`config.mk`:
```
export PLATFORM = sky130hd
export DESIGN_NAME = mcac_ctrl
export DESIGN_NICKNAME = d
export VERILOG_FILES = /design/src/design/mcac_pkg.sv /design/src/design/mcac_ctrl.sv
export SDC_FILE = /design/constraint.sdc
export NUM_CORES = 1
export LEC_CHECK = 0
export BUFFER_PORTS_ARGS = -buffer_cell sky130_fd_sc_hd__buf_2
export CORE_MARGIN = 1.5
export CORE_UTILIZATION = 47
export DETAILED_ROUTE_END_ITERATION = 7
export HOLD_SLACK_MARGIN = 0.15
export PLACE_DENSITY_LB_ADDON = 0.25
export SYNTH_ARGS = -nofsm -noshare
export SYNTH_HDL_FRONTEND = slang
export SYNTH_SLANG_ARGS = --single-unit
```
`constraint.sdc`:
```
create_clock -name clk -period 2 [get_ports clk]
set_clock_uncertainty 0.15 [all_clocks]
set_input_delay 0.4 -clock clk [delete_from_list [all_inputs] [get_ports clk]]
set_output_delay 0.4 -clock clk [all_outputs]
set_load 0.03 [all_outputs]
```
`src/design/mcac_pkg.sv`:
```
// Types, constants and helpers shared by the cross-axis correction block.
package mcac_pkg;
	localparam int INV_FRAC_BITS = 16;
	localparam int RAW_W = 16;
	localparam int INV_W = 24;
	localparam int LC_W = 32;
	localparam int OUT_W = 24;
	localparam int ROW_W = 48;
	localparam int CFG_IDX_W = 3;
	localparam int ADJ_W = 33;
	localparam int ADJ_MAG_W = 32;
	localparam int DET_W = 51;
	localparam int DEN_W = 50;
	localparam int SCALE_W = 9;
	localparam int DVD_W = ADJ_MAG_W + SCALE_W + INV_FRAC_BITS + 2;
	localparam int DVS_W = DEN_W + 1;
	localparam int PROD_W = RAW_W + INV_W;
	localparam int ACC_W = PROD_W + 2;
	localparam int RND_SH = INV_FRAC_BITS - 8;

	localparam logic [SCALE_W-1:0] CAL_SCALE = SCALE_W'(330);
	localparam logic signed [RAW_W-1:0] NO_FACTORY = -16'sd1;
	localparam logic [1:0] AXIS_LAST = 2'd2;
	localparam logic [DVD_W-1:0] Q_POS_LIM = DVD_W'((64'd1 << (INV_W - 1)) - 64'd1);
	localparam logic [DVD_W-1:0] Q_NEG_LIM = DVD_W'(64'd1 << (INV_W - 1));
	localparam logic signed [INV_W-1:0] INV_ONE = INV_W'(64'd1 << INV_FRAC_BITS);

	typedef enum logic [1:0] {
		ST_FRESH    = 2'd0,
		ST_STALE    = 2'd1,
		ST_FACTORY  = 2'd2,
		ST_IDENTITY = 2'd3
	} res_status_t;

	typedef enum logic [CFG_IDX_W-1:0] {
		CFG_ROW_X = 3'd0,
		CFG_ROW_Y = 3'd1,
		CFG_ROW_Z = 3'd2,
		CFG_SRC_X = 3'd3,
		CFG_SRC_Y = 3'd4,
		CFG_SRC_Z = 3'd5,
		CFG_SIGN  = 3'd6
	} cfg_idx_t;

	typedef struct packed {
		logic [2:0][ROW_W-1:0] rows;
		logic [2:0][1:0]       src;
		logic [2:0]            sign;
	} cfg_t;

	typedef struct packed {
		logic        capture;
		logic        mac_clr;
		logic        mac_en;
		logic        rnd_en;
		logic        adj_en;
		logic        det_clr;
		logic        det_en;
		logic        div_start;
		logic        inv_wr;
		logic        ident_load;
		logic        out_load;
		logic [1:0]  row;
		logic [1:0]  col;
		res_status_t status;
	} cmd_t;

	typedef struct packed {
		logic op;
		logic data_ready;
		logic no_factory;
		logic det_zero;
		logic div_done;
	} sts_t;

	typedef struct packed {
		logic [3:0] a;
		logic [3:0] b;
		logic [3:0] c;
		logic [3:0] d;
	} cof_sel_t;

	// Cofactor (r,c) of the adjugate is w[a]*w[b] - w[c]*w[d], words flattened row-major.
	function automatic cof_sel_t cof_sel(input logic [1:0] r, input logic [1:0] c);
		cof_sel_t s;
		case ({r, c})
			4'h0: s = '{4'd4, 4'd8, 4'd5, 4'd7};
			4'h1: s = '{4'd2, 4'd7, 4'd1, 4'd8};
			4'h2: s = '{4'd1, 4'd5, 4'd2, 4'd4};
			4'h4: s = '{4'd5, 4'd6, 4'd3, 4'd8};
			4'h5: s = '{4'd0, 4'd8, 4'd2, 4'd6};
			4'h6: s = '{4'd2, 4'd3, 4'd0, 4'd5};
			4'h8: s = '{4'd3, 4'd7, 4'd4, 4'd6};
			4'h9: s = '{4'd1, 4'd6, 4'd0, 4'd7};
			4'hA: s = '{4'd0, 4'd4, 4'd1, 4'd3};
			default: s = '{4'd0, 4'd0, 4'd0, 4'd0};
		endcase
		return s;
	endfunction
endpackage

```
`src/design/mcac_ctrl.sv`:
```
// Controller state machine sequencing calibration and sample processing.
module mcac_ctrl
	import mcac_pkg::*;
(
	input  logic clk,
	input  logic arst_n,
	input  logic in_valid,
	input  logic out_stall,
	input  sts_t sts,
	output cmd_t cmd,
	output logic in_stall,
	output logic out_valid
);
	typedef enum logic [9:0] {
		S_IDLE     = 10'b0000000001,
		S_DEC      = 10'b0000000010,
		S_MAC      = 10'b0000000100,
		S_RND      = 10'b0000001000,
		S_ADJ      = 10'b0000010000,
		S_DET      = 10'b0000100000,
		S_CHK      = 10'b0001000000,
		S_DIV_GO   = 10'b0010000000,
		S_DIV_WAIT = 10'b0100000000,
		S_FIN      = 10'b1000000000
	} state_t;

	state_t      state_q, state_d;
	logic [1:0]  r_q, r_d, c_q, c_d;
	res_status_t stat_q, stat_d;
	logic        ov_q;

	always_comb begin
		cmd        = '0;
		cmd.row    = r_q;
		cmd.col    = c_q;
		cmd.status = stat_q;
		state_d    = state_q;
		r_d        = r_q;
		c_d        = c_q;
		stat_d     = stat_q;
		case (state_q)
			S_IDLE: begin
				if (in_valid) begin
					cmd.capture = 1'b1;
					state_d = S_DEC;
				end
			end
			S_DEC: begin
				r_d = '0;
				c_d = '0;
				if (sts.op) begin
					if (sts.data_ready) begin
						cmd.mac_clr = 1'b1;
						state_d = S_MAC;
					end else begin
						stat_d = ST_STALE;
						state_d = S_FIN;
					end
				end else if (sts.no_factory) begin
					cmd.ident_load = 1'b1;
					stat_d = ST_IDENTITY;
					state_d = S_FIN;
				end else begin
					cmd.det_clr = 1'b1;
					state_d = S_ADJ;
				end
			end
			S_MAC: begin
				cmd.mac_en = 1'b1;
				if (r_q == AXIS_LAST) begin
					r_d = '0;
					state_d = S_RND;
				end else
					r_d = r_q + 2'd1;
			end
			S_RND: begin
				cmd.rnd_en = 1'b1;
				stat_d = ST_FRESH;
				state_d = S_FIN;
			end
			S_ADJ: begin
				cmd.adj_en = 1'b1;
				if (c_q == AXIS_LAST) begin
					c_d = '0;
					if (r_q == AXIS_LAST) begin
						r_d = '0;
						state_d = S_DET;
					end else
						r_d = r_q + 2'd1;
				end else
					c_d = c_q + 2'd1;
			end
			S_DET: begin
				cmd.det_en = 1'b1;
				if (r_q == AXIS_LAST) begin
					r_d = '0;
					state_d = S_CHK;
				end else
					r_d = r_q + 2'd1;
			end
			S_CHK: begin
				if (sts.det_zero) begin
					cmd.ident_load = 1'b1;
					stat_d = ST_IDENTITY;
					state_d = S_FIN;
				end else begin
					stat_d = ST_FACTORY;
					state_d = S_DIV_GO;
				end
			end
			S_DIV_GO: begin
				cmd.div_start = 1'b1;
				state_d = S_DIV_WAIT;
			end
			S_DIV_WAIT: begin
				if (sts.div_done) begin
					cmd.inv_wr = 1'b1;
					if (c_q == AXIS_LAST) begin
						c_d = '0;
						if (r_q == AXIS_LAST) begin
							r_d = '0;
							state_d = S_FIN;
						end else begin
							r_d = r_q + 2'd1;
							state_d = S_DIV_GO;
						end
					end else begin
						c_d = c_q + 2'd1;
						state_d = S_DIV_GO;
					end
				end
			end
			S_FIN: begin
				if (!ov_q || !out_stall) begin
					cmd.out_load = 1'b1;
					state_d = S_IDLE;
				end
			end
			default: state_d = S_IDLE;
		endcase
	end

	always_ff @(posedge clk or negedge arst_n) begin
		if (!arst_n) begin
			state_q <= S_IDLE;
			r_q     <= '0;
			c_q     <= '0;
			stat_q  <= ST_FRESH;
			ov_q    <= 1'b0;
		end else begin
			state_q <= state_d;
			r_q     <= r_d;
			c_q     <= c_d;
			stat_q  <= stat_d;
			if (cmd.out_load)
				ov_q <= 1'b1;
			else if (!out_stall)
				ov_q <= 1'b0;
		end
	end

	assign in_stall  = (state_q != S_IDLE);
	assign out_valid = ov_q;
endmodule

```
==> flow_metrics.env <==
export IMPL_hold_viol=0
export IMPL_worst_ir_drop_vdd_uv=1019
export IMPL_ios=28
export IMPL_maxClockFrequency_mhz=380.8
export IMPL_gr_total_overflow=0
export IMPL_first_pass_iters=5
export IMPL_place_hpwl_um=2620
export IMPL_crit_slowest_cell="or4_4"
export IMPL_grt_pass1_vias=1453
export IMPL_hold_class="input port to flip-flop"
export IMPL_final_nets=236
export IMPL_start_kind="flip-flop"
export IMPL_p_total_mw=2.780
export IMPL_status="finished, violations left"
export IMPL_synth_edff_count=0
export IMPL_cts_tree="yes"
export IMPL_clkSinkCount=17
export IMPL_power_density_nw_per_um2=1208
export IMPL_die_h_um=53.24
export IMPL_place_congestion=0.8315
export IMPL_finalMaxSlewViolations=0
export IMPL_netlist_area_um2=1186
export IMPL_area_growth_synth_to_final_pct=93.99
export IMPL_cp_max_fo=2
export IMPL_ant_nets=0
export IMPL_clkLatencyLatePin_ns=0.30
export IMPL_core_um2=2432
export IMPL_synth_area_leaders="dfrtp_1, nand4b_4, nor4_4"
export IMPL_via_per_inst=6.352
export IMPL_p_int_mw=1.519
export IMPL_path_class="flip-flop to primary output"
export IMPL_p_sw_mw=1.261
export IMPL_synth_distinct_cells=50
export IMPL_yosysTopAreaCell="dfrtp_1"
export IMPL_drv_cap=0
export IMPL_required_ns=1.45
export IMPL_placed_area_um2=1679
export IMPL_rows=18
export IMPL_drive_gt1_share_pct=67.26
export IMPL_clk_path_buf_depth=2
export IMPL_grtUsageMet1_pct=40.32
export IMPL_pwr_share_comb_pct=72.8
export IMPL_clk_pin_slew_worst_paths_ns=0.12
export IMPL_cts_root_buf="clkbuf_4"
export IMPL_synthCells=124
export IMPL_track_usage_pct=35.02
export IMPL_die_area_um2=2834
export IMPL_port_buffers=27
export IMPL_seqPwrFrac_pct=19.8
export IMPL_wirelength_um=6054
export IMPL_syn_nets=133
export IMPL_die_x_um=53.24
export IMPL_drc=0
export IMPL_period_needed_ns=2.626
export IMPL_critical_path_cell_chain="or4_4 > nor4b_4 > and3b_2 > nand2_2 > o31ai_4 > buf_6"
export IMPL_drtIter0Drc=91
export IMPL_fin_crit_sh_pct=131.3
export IMPL_cts_made_buffers=3
export IMPL_synthFlopType="dfrtp_1"
export IMPL_violations="setup timing"
export IMPL_start_util_pct=48.77
export IMPL_setup_viol=27
export IMPL_fin_ws_ns=-0.6258
export IMPL_grt_use_met2_pct=63.17
export IMPL_ys_seq_area_share_pct=35.97
export IMPL_grtUsageMet3_pct=7.345
export IMPL_critPathCaptureType="primary output"
export IMPL_worst_pin_slew_ns=0.6300
export IMPL_diodes=0
export IMPL_avgSynthCellArea_um2=9.566
export IMPL_slew_headroom_pct=56.92
export IMPL_grt_busiest_layer="met2"
export IMPL_antenna_found_initial=0
export IMPL_grt_max_degree=18
export IMPL_htreeDepth=1
export IMPL_crit_path_max_incr_delay_ns=0.57
export IMPL_via_count=1626
export IMPL_swShare_pct=45.36
export IMPL_grt_pass1_wl_um=6913
export IMPL_rsz0062_at_grt="true"
export IMPL_leakage_nw=1.112
export IMPL_clkPwrFrac_pct=7.4
export IMPL_synth_top_area_share_pct=33.76
export IMPL_synthArstFlopShare_pct=100.0
export IMPL_worst_endpoint_arrival_ns=2.08
export IMPL_yosysWarningCount=0
export IMPL_stdcell_area_um2=2301
export IMPL_synth_seq_cells=17
export IMPL_wl_per_cell_um=23.65
-- worst paths after layout --
path	cells after the start	startpoint	endpoint	slack, ns
max	6	state_q[3]$_DFFE_PN0P_	cmd[7]	-0.63
max reg2reg	12	state_q[0]$_DFFE_PN1P_	state_q[2]$_DFFE_PN0P_	-0.46
min in group asynchronous	2	arst_n	out_valid$_DFFE_PN0P_	0.41
min reg2reg	1	c_q[0]$_DFFE_PN0P_	c_q[0]$_DFFE_PN0P_	0.43
min	3	sts[1]	stat_q[0]$_DFFE_PN0P_	0.25
max in group asynchronous	2	arst_n	state_q[0]$_DFFE_PN1P_	0.96
-- critical path, delay by kind of cell, from the launching register on --
kind	cells	cell delay [ns]
compound gates	1	0.06
simple gates	4	1.14
buf+inv	1	0.16
flops	1	0.41
-- metrics by stage --
step / instances / TNS [ns] / setup WS [ns] / hold slack [ns] / utilization (%)
floorplan: 124 / -2.207 / -0.2574 / -0.04559 / -
global placement: 214 / -0.8887 / -0.3574 / 0.1943 / 69.03
detailed placement: 214 / -1.320 / -0.3903 / 0.2044 / 69.03
CTS: 247 / -7.983 / -0.5874 / 0.2356 / 88.53
global route: 256 / -11.20 / -0.6843 / 0.2565 / 94.60
finish: 256 / -9.899 / -0.6258 / 0.2472 / 94.60
-- Yosys cell counts (all sizes together) (2+ instances only) --
cell / count
dfrtp: 16
nor4: 5
nand3: 4
buf: 4
nor2: 11
o22a: 3
and3b: 2
nand2: 10
o21ai: 2
nor2b: 2
nor4b: 3
a31oi: 2
inv: 9
o211ai: 2
or2b: 2
a21oi: 4
nor3: 4
nand2b: 4
o31ai: 4
a21o: 3
nand4: 5
nand4b: 4
-- layout by cell type (no fill, tap or decap), types with 3 or more instances in the layout --
master / count
nand2b_1: 3
buf_6: 26
nor2_2: 3
buf_2: 15
nand4_1: 5
nor2_1: 6
clkbuf_4: 3
nand2_1: 7
inv_2: 3
a21o_1: 3
dfrtp_1: 15
nor4_4: 3
inv_1: 6
buf_4: 59
-- cell families after synthesis --
logic type      Yosys count  synth area share [%]
mux                       2                 2.109
simple gates             62                 37.03
buf+inv                  14                 5.590
xor+xnor                  2                 1.477
compound gates           27                 17.83
flops                    17                 35.97
-- repair_timing --
item                                   CTS  global route
pin swaps                               18            13
endpoints found under the hold margin   16             0
setup endpoints to repair               22            28
buffers inserted                        29            12
gates resized for setup                 52            17
hold buffers                             1             0
-- flip-flops by register name, indices dropped and copies added, names as in the netlist --
signal	count
state_q	10
stat_q	2
r_q	2
c_q	2
out_valid	1
-- per-layer routing --
metal | vias up | routed length, µm
met5 | - | 0
met4 | 0 | 441
met3 | 52 | 550
met2 | 133 | 2977
met1 | 775 | 2085
li1 | 666 | -
-- power groups by stage --
stage          Combinational (mW)  Clock (mW)  Sequential (mW)
6_report                     2.02       0.205            0.550
3_3_place_gp                 1.22           0            0.514
3_5_place_dp                 1.25           0            0.520
2_1_floorplan               0.675           0            0.618
4_1_cts                      1.68       0.196            0.527
5_1_grt                      2.09       0.223            0.557
-- cell type report --
class | instances | area (µm²)
Tap cell | 30 | 37.54
Clock inverter | 1 | 5.005
Multi-Input combinational cell | 93 | 913.4
Sequential cell | 17 | 427.9
Clock buffer | 3 | 22.52
Fill cell | 67 | 131.4
Inverter | 9 | 33.78
Timing Repair Buffer | 103 | 860.8
Note: power is estimated with default switching activity, not from simulation.
